### src/sv/sps_pkg.sv
// Shared types, register codes and phase tables of the stepper phase sequencer.
package sps_pkg;

  localparam int unsigned AxesDef    = 3;
  localparam int unsigned StepAxes   = 3;  // axes that carry a step count in a step item
  localparam int unsigned NumSlots   = 3;  // most results one item can cause
  localparam int unsigned QueueDepth = 2;

  localparam logic [7:0] ThrOffRst   = 8'd0;
  localparam logic [7:0] ThrLowRst   = 8'd20;
  localparam logic [7:0] ThrMidRst   = 8'd60;
  localparam logic [2:0] FullMaskRst = 3'd0;

  typedef enum logic [1:0] {
    OP_STEP = 2'd0,
    OP_SET  = 2'd1,
    OP_READ = 2'd2,
    OP_NONE = 2'd3
  } op_e;

  typedef enum logic [1:0] {
    CFG_THR_OFF   = 2'd0,
    CFG_THR_LOW   = 2'd1,
    CFG_THR_MID   = 2'd2,
    CFG_FULL_MASK = 2'd3
  } cfg_idx_e;

  // One queued item: up to NumSlots results, sent in slot order.
  typedef struct packed {
    logic [NumSlots-1:0]      vld;
    logic [NumSlots-1:0][7:0] cmd;
    logic [NumSlots-1:0][1:0] lvl;
  } entry_t;

  localparam logic [7:0] HalfTab [4][8] = '{
    '{8'h3F, 8'h3F, 8'h1F, 8'h1F, 8'h1B, 8'h1B, 8'h3B, 8'h3B},
    '{8'h37, 8'h36, 8'h1E, 8'h16, 8'h13, 8'h12, 8'h3A, 8'h32},
    '{8'h2F, 8'h2D, 8'h1D, 8'h0D, 8'h0B, 8'h09, 8'h39, 8'h29},
    '{8'h27, 8'h2D, 8'h1C, 8'h0D, 8'h03, 8'h09, 8'h38, 8'h29}
  };

  localparam logic [7:0] FullTab [4][4] = '{
    '{8'h3F, 8'h3B, 8'h1B, 8'h1F},
    '{8'h36, 8'h32, 8'h12, 8'h16},
    '{8'h2D, 8'h29, 8'h09, 8'h0D},
    '{8'h24, 8'h20, 8'h00, 8'h04}
  };

  // Driver byte: axis address in the top bits plus the phase pattern.
  function automatic logic [7:0] phase_cmd(logic [1:0] addr, logic [2:0] ph,
                                           logic [1:0] lvl, logic full);
    logic [7:0] pat;
    pat = full ? FullTab[lvl][ph[1:0]] : HalfTab[lvl][ph];
    return {addr, 6'b0} + pat;
  endfunction

endpackage

### src/sv/stepper_phase_sequencer_core.sv
// Stepper phase sequencer: one item accepted per cycle while full is low; results leave
// one per cycle while pop is high, so a step item that moves k axes gives k results (one
// to three), set and read items at most one. The output sequencer, which sends the
// results of one item in axis order, sets the sustained rate; a two-entry queue lets the
// front end keep accepting meanwhile. A result passes the queue, the current-item and the
// output registers in turn. Phase and level state change at acceptance, in item order.
module stepper_phase_sequencer_core import sps_pkg::*; #(
  parameter int unsigned AXES   = AxesDef,
  parameter int unsigned QDEPTH = QueueDepth
) (
  input  logic       clk_i,
  input  logic       rst_ni,
  input  logic       cfg_valid_i,
  output logic       cfg_ready_o,
  input  logic [1:0] cfg_index_i,
  input  logic [7:0] cfg_data_i,
  input  logic       push,
  output logic       full,
  input  logic [1:0] op_i,
  input  logic [7:0] steps_x_i,
  input  logic [7:0] steps_y_i,
  input  logic [7:0] steps_z_i,
  input  logic [2:0] direction_up_i,
  input  logic [2:0] target_axis_i,
  input  logic [7:0] raw_level_i,
  input  logic       force_req_i,
  output logic       empty,
  input  logic       pop,
  output logic [7:0] command_o,
  output logic [1:0] level_code_o,
  output logic       last_o
);

  logic   q_push, q_valid, q_pop;
  entry_t q_wdata, q_rdata;

  assign cfg_ready_o = 1'b1;

  sps_front #(.AXES(AXES)) u_front (
    .clk_i,
    .rst_ni,
    .cfg_valid_i,
    .cfg_index_i,
    .cfg_data_i,
    .push_i    (push),
    .full_i    (full),
    .op_i,
    .steps_x_i,
    .steps_y_i,
    .steps_z_i,
    .direction_up_i,
    .target_axis_i,
    .raw_level_i,
    .force_req_i,
    .q_push_o  (q_push),
    .q_entry_o (q_wdata)
  );

  sps_queue #(.DEPTH(QDEPTH)) u_queue (
    .clk_i,
    .rst_ni,
    .push_i  (q_push),
    .wdata_i (q_wdata),
    .full_o  (full),
    .pop_i   (q_pop),
    .valid_o (q_valid),
    .rdata_o (q_rdata)
  );

  sps_back u_back (
    .clk_i,
    .rst_ni,
    .q_valid_i (q_valid),
    .q_entry_i (q_rdata),
    .q_pop_o   (q_pop),
    .empty_o   (empty),
    .pop_i     (pop),
    .command_o,
    .level_code_o,
    .last_o
  );

endmodule

### src/sv/sps_front.sv
// Front end: accepts items, keeps phase and level state, forms the result bytes.
module sps_front import sps_pkg::*; #(
  parameter int unsigned AXES = AxesDef
) (
  input  logic         clk_i,
  input  logic         rst_ni,
  input  logic         cfg_valid_i,
  input  logic [1:0]   cfg_index_i,
  input  logic [7:0]   cfg_data_i,
  input  logic         push_i,
  input  logic         full_i,
  input  logic [1:0]   op_i,
  input  logic [7:0]   steps_x_i,
  input  logic [7:0]   steps_y_i,
  input  logic [7:0]   steps_z_i,
  input  logic [2:0]   direction_up_i,
  input  logic [2:0]   target_axis_i,
  input  logic [7:0]   raw_level_i,
  input  logic         force_req_i,
  output logic         q_push_o,
  output entry_t       q_entry_o
);

  localparam int unsigned StepLim = (AXES < StepAxes) ? AXES : StepAxes;

  logic [7:0] thr_off_q, thr_low_q, thr_mid_q;
  logic [2:0] full_mask_q;
  logic [2:0] phase_q [AXES];
  logic [2:0] phase_d [AXES];
  logic [1:0] level_q [AXES];
  logic [1:0] level_d [AXES];

  logic [7:0] steps [StepAxes];
  logic [3:0] mask_ext;
  logic [1:0] lvl_new;
  logic       tgt_hit;
  logic [1:0] tgt_level;
  logic [2:0] tgt_phase;
  logic       tgt_full;
  logic       accept;
  logic [2:0] ph_new;

  assign steps[0] = steps_x_i;
  assign steps[1] = steps_y_i;
  assign steps[2] = steps_z_i;
  assign mask_ext = {1'b0, full_mask_q};
  assign accept   = push_i && !full_i;

  always_comb begin
    // Compare in the order mid, low, off regardless of threshold order.
    if (raw_level_i > thr_mid_q)      lvl_new = 2'd3;
    else if (raw_level_i > thr_low_q) lvl_new = 2'd2;
    else if (raw_level_i > thr_off_q) lvl_new = 2'd1;
    else                              lvl_new = 2'd0;
  end

  always_comb begin
    tgt_hit   = 1'b0;
    tgt_level = '0;
    tgt_phase = '0;
    tgt_full  = 1'b0;
    for (int a = 0; a < AXES; a++) begin
      if (target_axis_i == 3'(a)) begin
        tgt_hit   = 1'b1;
        tgt_level = level_q[a];
        tgt_phase = phase_q[a];
        tgt_full  = mask_ext[a];
      end
    end
  end

  always_comb begin
    q_entry_o = '0;
    ph_new    = '0;
    for (int a = 0; a < AXES; a++) begin
      phase_d[a] = phase_q[a];
      level_d[a] = level_q[a];
    end
    unique case (op_e'(op_i))
      OP_STEP: begin
        for (int a = 0; a < StepLim; a++) begin
          if (steps[a] != 8'd0) begin
            ph_new = direction_up_i[a] ? phase_q[a] + steps[a][2:0]
                                       : phase_q[a] - steps[a][2:0];
            phase_d[a]       = ph_new;
            q_entry_o.vld[a] = 1'b1;
            q_entry_o.cmd[a] = phase_cmd(2'(a), ph_new, level_q[a], mask_ext[a]);
            q_entry_o.lvl[a] = level_q[a];
          end
        end
      end
      OP_SET: begin
        for (int a = 0; a < AXES; a++) begin
          if (target_axis_i == 3'(a)) level_d[a] = lvl_new;
        end
        q_entry_o.vld[0] = tgt_hit && force_req_i;
        q_entry_o.cmd[0] = phase_cmd(target_axis_i[1:0], tgt_phase, lvl_new, tgt_full);
        q_entry_o.lvl[0] = lvl_new;
      end
      OP_READ: begin
        q_entry_o.vld[0] = 1'b1;
        q_entry_o.lvl[0] = tgt_level;
      end
      OP_NONE: begin
      end
    endcase
  end

  assign q_push_o = accept && (q_entry_o.vld != '0);

  always_ff @(posedge clk_i or negedge rst_ni) begin
    if (!rst_ni) begin
      for (int a = 0; a < AXES; a++) begin
        phase_q[a] <= '0;
        level_q[a] <= '0;
      end
    end else if (accept) begin
      for (int a = 0; a < AXES; a++) begin
        phase_q[a] <= phase_d[a];
        level_q[a] <= level_d[a];
      end
    end
  end

  always_ff @(posedge clk_i or negedge rst_ni) begin
    if (!rst_ni) begin
      thr_off_q   <= ThrOffRst;
      thr_low_q   <= ThrLowRst;
      thr_mid_q   <= ThrMidRst;
      full_mask_q <= FullMaskRst;
    end else if (cfg_valid_i) begin
      unique case (cfg_idx_e'(cfg_index_i))
        CFG_THR_OFF:   thr_off_q   <= cfg_data_i;
        CFG_THR_LOW:   thr_low_q   <= cfg_data_i;
        CFG_THR_MID:   thr_mid_q   <= cfg_data_i;
        CFG_FULL_MASK: full_mask_q <= cfg_data_i[2:0];
      endcase
    end
  end

endmodule

### src/sv/sps_queue.sv
// Short queue of formed items between the front end and the output sequencer.
module sps_queue import sps_pkg::*; #(
  parameter int unsigned DEPTH = QueueDepth
) (
  input  logic   clk_i,
  input  logic   rst_ni,
  input  logic   push_i,
  input  entry_t wdata_i,
  output logic   full_o,
  input  logic   pop_i,
  output logic   valid_o,
  output entry_t rdata_o
);

  localparam int unsigned PtrW = (DEPTH > 1) ? $clog2(DEPTH) : 1;
  localparam int unsigned CntW = $clog2(DEPTH + 1);

  entry_t            mem_q [DEPTH];
  logic [PtrW-1:0]   wr_ptr_q, rd_ptr_q;
  logic [CntW-1:0]   cnt_q;
  logic              do_push, do_pop;

  assign full_o  = (cnt_q == CntW'(DEPTH));
  assign valid_o = (cnt_q != '0);
  assign rdata_o = mem_q[rd_ptr_q];
  assign do_push = push_i && !full_o;
  assign do_pop  = pop_i && valid_o;

  function automatic logic [PtrW-1:0] ptr_inc(logic [PtrW-1:0] p);
    return (p == PtrW'(DEPTH - 1)) ? '0 : p + 1'b1;
  endfunction

  always_ff @(posedge clk_i) begin
    if (do_push) mem_q[wr_ptr_q] <= wdata_i;
  end

  always_ff @(posedge clk_i or negedge rst_ni) begin
    if (!rst_ni) begin
      wr_ptr_q <= '0;
      rd_ptr_q <= '0;
      cnt_q    <= '0;
    end else begin
      if (do_push) wr_ptr_q <= ptr_inc(wr_ptr_q);
      if (do_pop)  rd_ptr_q <= ptr_inc(rd_ptr_q);
      if (do_push && !do_pop)      cnt_q <= cnt_q + 1'b1;
      else if (do_pop && !do_push) cnt_q <= cnt_q - 1'b1;
    end
  end

  // The front end only pushes when there is room.
  a_no_push_full: assert property (@(posedge clk_i) disable iff (!rst_ni)
    push_i |-> !full_o) else $error("push into full queue");

endmodule

### src/sv/sps_back.sv
// Back end: takes queued items apart and sends their results one per cycle while pop is high.
module sps_back import sps_pkg::*; (
  input  logic       clk_i,
  input  logic       rst_ni,
  input  logic       q_valid_i,
  input  entry_t     q_entry_i,
  output logic       q_pop_o,
  output logic       empty_o,
  input  logic       pop_i,
  output logic [7:0] command_o,
  output logic [1:0] level_code_o,
  output logic       last_o
);

  localparam int unsigned SlotW = $clog2(NumSlots);

  entry_t              cur_q;
  logic [NumSlots-1:0] rem_q, rem_after;
  logic [SlotW-1:0]    sel;
  logic                adv, ld;
  logic                out_vld_q;
  logic [7:0]          cmd_q;
  logic [1:0]          lvl_q;
  logic                last_q;

  always_comb begin
    sel = '0;
    for (int s = NumSlots - 1; s >= 0; s--) begin
      if (rem_q[s]) sel = SlotW'(s);
    end
  end

  assign rem_after = rem_q & ~(NumSlots'(1) << sel);
  assign adv       = (rem_q != '0) && (!out_vld_q || pop_i);
  // Fetch the next item when the current one is done or sends its last result now.
  assign ld        = q_valid_i && ((rem_q == '0) || (adv && (rem_after == '0)));
  assign q_pop_o   = ld;

  always_ff @(posedge clk_i or negedge rst_ni) begin
    if (!rst_ni) begin
      rem_q     <= '0;
      out_vld_q <= 1'b0;
    end else begin
      if (ld)       rem_q <= q_entry_i.vld;
      else if (adv) rem_q <= rem_after;
      if (adv)        out_vld_q <= 1'b1;
      else if (pop_i) out_vld_q <= 1'b0;
    end
  end

  always_ff @(posedge clk_i) begin
    if (ld) cur_q <= q_entry_i;
    if (adv) begin
      cmd_q  <= cur_q.cmd[sel];
      lvl_q  <= cur_q.lvl[sel];
      last_q <= (rem_after == '0);
    end
  end

  assign empty_o      = !out_vld_q;
  assign command_o    = cmd_q;
  assign level_code_o = lvl_q;
  assign last_o       = last_q;

  a_adv_shows: assert property (@(posedge clk_i) disable iff (!rst_ni)
    adv |=> out_vld_q) else $error("advanced result not shown");

  a_ld_no_drop: assert property (@(posedge clk_i) disable iff (!rst_ni)
    ld |-> ((rem_q == '0) || (rem_after == '0))) else $error("item dropped on fetch");

  a_ld_nonempty: assert property (@(posedge clk_i) disable iff (!rst_ni)
    ld |=> (rem_q != '0)) else $error("fetched item has no results");

endmodule

### config.mk
export PLATFORM = sky130hd
export DESIGN_NAME = stepper_phase_sequencer_core
export DESIGN_NICKNAME = d
export VERILOG_FILES = /design/src/sv/sps_pkg.sv /design/src/sv/stepper_phase_sequencer_core.sv /design/src/sv/sps_front.sv /design/src/sv/sps_queue.sv /design/src/sv/sps_back.sv
export SDC_FILE = /design/constraint.sdc
export NUM_CORES = 1
export LEC_CHECK = 0
export BUFFER_PORTS_ARGS = -buffer_cell sky130_fd_sc_hd__buf_2
export CORE_UTILIZATION = 54
export CTS_CLUSTER_SIZE = 24
export DETAILED_ROUTE_END_ITERATION = 8
export PLACE_DENSITY = 0.74
export SLEW_MARGIN = 30
export SYNTH_ARGS = -nofsm -noshare
export SYNTH_HDL_FRONTEND = slang
export SYNTH_SLANG_ARGS = --single-unit
### constraint.sdc
create_clock -name clk_i -period 2.8 [get_ports clk_i]
set_clock_uncertainty 0.15 [all_clocks]
set_input_delay 0.14 -clock clk_i [delete_from_list [all_inputs] [get_ports clk_i]]
set_output_delay 0.14 -clock clk_i [all_outputs]
set_load 0.005 [all_outputs]
==> out/qor_table.md <==
| Result | This run |
| --- | --- |
| Pre-CTS setup slack | 305 ps |
| Post-CTS Repair Setup Buffers | 0 |
| FF+latch area | 4170 um^2 |
| Clock tree from TritonCTS | done |
| Required time reported for the critical path endpoint | 2870 ps |
| Number of warnings printed during yosys synthesis | 0 |
| H-Tree Depth | 4 |
| Horiz. Die Dim | 118 um |
| Post-synth top area cell | edfxtp_1 |
| Run status | complete, no violations |
| Buf+Inv Stages, Crit Path | 1 |
| Busiest metal layer after global routing | met2 |
| Critical path class | flip-flop to flip-flop |
| Sequential power share | 42.9% |
| DRC violation count after routing | 0 |
| Total of buffers placed on input and output ports | 68 |
| Number of max-capacitance violations reported | 0 |
| Number of synthesized register bits | 147 |
| Routed length per placed instance | 17.4 um |
| Leakage | 3.47 nW |
| Grt met1 use | 29.0% |
| Syn-to-layout area delta | 18.7% |
| Switching power as a share of total power | 31.5% |
| Die Area | 13800 um^2 |
| Buffer levels on the longest clock path | 2 |
| Area contributors post-synth | edfxtp_1, dfrtp_1, mux2_2, ha_1, inv_1 |
| Transition time of the tightest slew-check pin | 676 ps |
| Arrival time of the worst setup path | 2590 ps |
| GRT Total Usage | 23.4% |
| Post-detailed-route count of antenna-violating nets | 0 |
| Layout Nets | 759 |
| Sequential element share of the synthesized area | 57.9% |
| GR met3 Demand/Resource | 5.23% |
| Antenna violations before repair | 0 |
| Detailed Routing Iterations Pass 1 | 5 |
| Number of standard cells in the final layout excluding fillers | 854 |
| Largest delay contributor family on the critical path | compound AO/OA/AOI/OAI gates |
| Total power per unit cell area | 1020 nW/um^2 |
| Fraction of layout instances using a drive strength above 1 | 27.4% |
| Number of fill cells | 937 |
| Worst voltage drop across the vdd grid | 0.000530 V |
| Slew Viols, Final | 0 |
| Highest achievable clock rate | 397 MHz |
| Final setup slack of the worst path | 282 ps |
| Chain of cells forming the critical path | inv_1 > ha_1 > and4b_1 > a211oi_1 > o22ai_1 > or2_0 > o21ai_0 |
| Part of the total power dissipated in the clock network | 26.3% |
| Met2 usage in global routing | 39.6% |
| Setup violators final | 0 |
| Fraction of registers with async set or reset after synthesis | 34.0% |
| Skew-Pair Late Insertion Delay | 430 ps |
| Number of cells after detailed placement | 810 |
| Top-level I/O count | 70 |
| First-pass GRT wire length | 24.6 mm |
| Number of nets in the synthesized netlist | 660 |
| Largest incremental delay on the critical path | 520 ps |
| Count of cell types in the netlist | 60 |
| Via count of the first global-routing pass | 4877 |
| Remaining max-slew budget at the tightest pin | 54.8% |
| Placer congestion estimate | 0.825 |
| CP max FO | 6 |
| Switching power | 0.00274 W |
| Vias | 4697 |
| Largest net degree at the start of global routing | 51 |
| Cell types with the highest counts after synthesis | edfxtp_1, mux2_2, dfrtp_1 |
| Die Ht | 118 um |
| Routed vias/inst | 5.50 |
| Most used DFF post-synth | edfxtp_1 |
| HPWL after detailed placement | 10.6 mm |
| Initial DRC count | 294 |
| Critical Path End Type | flip-flop |
| Setup total negative slack | 0 ps |
| Multi-input logic area | 2820 um^2 |
| Final Hold Fails | 0 |
| Number of buffers inserted during clock tree synthesis | 17 |
| Total grt overflow | 0 |
| Cell with the most instances after synthesis | edfxtp_1 |
| Initial core utilization | 56.2% |
| Routed wire length | 14.9 mm |
| Sinks on Clock Net | 147 |
| Antenna Cells | 0 |
| Core box area | 12800 um^2 |
| Portion of synthesized cell area occupied by the leading cell type | 40.4% |
| Number of standard cells after synthesis | 570 |
| CTS Root Cell | clkbuf_16 |
| Internal cell power | 0.00596 W |
| Mean instance size in the synthesized netlist | 12.6 um^2 |
| Post-Syn Area | 7210 um^2 |
| Startpoint class of the critical path | flip-flop |
| Number of core rows | 41 |
| Clk pin slew, worst setup/hold paths | 60 ps |
| Count of flip-flops with a built-in enable after synthesis | 97 |
| Path type of the worst min-delay path | input pin to flip-flop |
| Unrepaired setup endpoints after global routing | false |
| Cell with the biggest individual delay on the critical path | dfstp_2 |
| Final critical path time including I/O delays and setup | 2520 ps |
| Final worst path period share | 89.9% |
| Combinational power share | 30.8% |
==> kinds of logic (layout without fill, tap and decap cells) <==
family	Yosys count	count (layout)	synth area share (%)
fa+ha+maj	35	35	6.35
flops	147	147	57.9
mux	68	68	10.5
compound gates	112	112	10.1
simple gates	129	129	9.53
other cells	1	1	0.0520
xor+xnor	21	21	2.55
buf+inv	57	169	3.04
==> flip-flops by register name (all words and copies together), names as in the netlist, 2 cells and up <==
| name | count |
|---|---|
| u_front.thr_off_q | 8 |
| u_front.thr_low_q | 8 |
| u_back.command_o | 8 |
| u_back.rem_q | 3 |
| u_front.level_q | 6 |
| u_front.thr_mid_q | 8 |
| u_back.cur_q | 28 |
| u_back.level_code_o | 2 |
| u_front.phase_q | 9 |
| u_queue.mem_q | 58 |
| u_queue.cnt_q | 2 |
| u_front.full_mask_q | 3 |
==> final timing paths <==
| check | slack (ps) | cells after the start | start | end |
|---|---|---|---|---|
| max | 280 | 7 | u_front.thr_mid_q[2] | u_queue.mem_q[0][7] |
| min | 20 | 3 | cfg_valid_i | u_front.full_mask_q[2] |
| max reg2reg | 280 | 7 | u_front.thr_mid_q[2] | u_queue.mem_q[0][7] |
| min reg2reg | 360 | 1 | u_front.thr_low_q[3] | u_front.thr_low_q[3] |
| max in group asynchronous | 1840 | 3 | rst_ni | u_front.phase_q[2] |
| min in group asynchronous | 210 | 3 | rst_ni | u_back.rem_q[1] |
==> final cells by class <==
| type | instances | area share (%) |
|---|---|---|
| clock buffers | 22 | 5.43 |
| repair buffers | 94 | 6.90 |
| well taps | 172 | 2.52 |
| flip-flops and latches | 147 | 48.8 |
| multi-input cells | 366 | 33.0 |
| clock inverters | 10 | 1.55 |
| inverters | 43 | 1.89 |
==> through the flow <==
step	hold slack [ps]	cell area (um^2)	util (%)	total power [W]
after floorplan	-306	7210	-	0.00554
after global placement	135	7840	61.1	0.00632
after detailed placement	136	7840	61.1	0.00644
after CTS	7.71	8560	66.7	0.00876
after global routing	54.7	8560	66.7	0.00920
final	18.3	8560	66.7	0.00871
==> worst reg2reg max path: cells and delay by family (launching register included) <==
family / cells / cell delay, ps
DFF: 1 / 520
buffers and inverters: 1 / 40
adders and majority gates: 1 / 290
and+or+nand+nor: 2 / 580
AOI/OAI and AO/OA: 3 / 730
==> cells in the final DEF, fill, tap and decap left out, types with 3 or more instances in the layout <==
cell type	netlist	final
dfrtp_1	44	44
or3_1	3	3
mux2i_1	8	8
nand2_1	29	29
buf_4	1	12
clkinv_2	0	3
a22oi_1	12	12
a21o_1	4	4
dfstp_2	6	6
edfxtp_1	97	97
fa_1	3	3
or2_2	3	3
clkbuf_1	9	3
xnor2_1	15	15
nor3_1	3	3
a21oi_1	32	32
nand3b_1	3	3
o21ai_0	32	32
clkbuf_16	0	17
ha_1	31	31
o22ai_1	5	5
nor2b_1	20	19
bufinv_16	0	3
buf_2	1	68
nand3_1	3	3
xor2_1	6	6
mux2_2	58	58
nand4_1	7	7
and2_1	9	9
nor2_1	26	26
nand2b_1	10	10
dlygate4sd3_1	0	12
inv_1	43	43
==> metal layers <==
layer | share of wire [%] | up-vias | wire, um
li1 | - | 2285 | -
met1 | 44 | 2270 | 6560
met2 | 49 | 118 | 7300
met3 | 4.2 | 24 | 619
met4 | 2.6 | 0 | 383
met5 | 0 | - | 0
==> power by group through the flow <==
stage	sequential, W	clock [W]	combinational [W]
after floorplan	0.00363	0	0.00191
after global placement	0.00375	0	0.00257
after detailed placement	0.00378	0	0.00266
after CTS	0.00374	0.00232	0.00271
after global routing	0.00381	0.00243	0.00297
final	0.00373	0.00229	0.00269
==> what timing repair did <==
action,CTS,global route
hold buffers,12,0
resized for setup,0,0
endpoints found under the setup margin,0,0
endpoints found under the hold margin,74,0
Power figures use the tool's default switching activity.
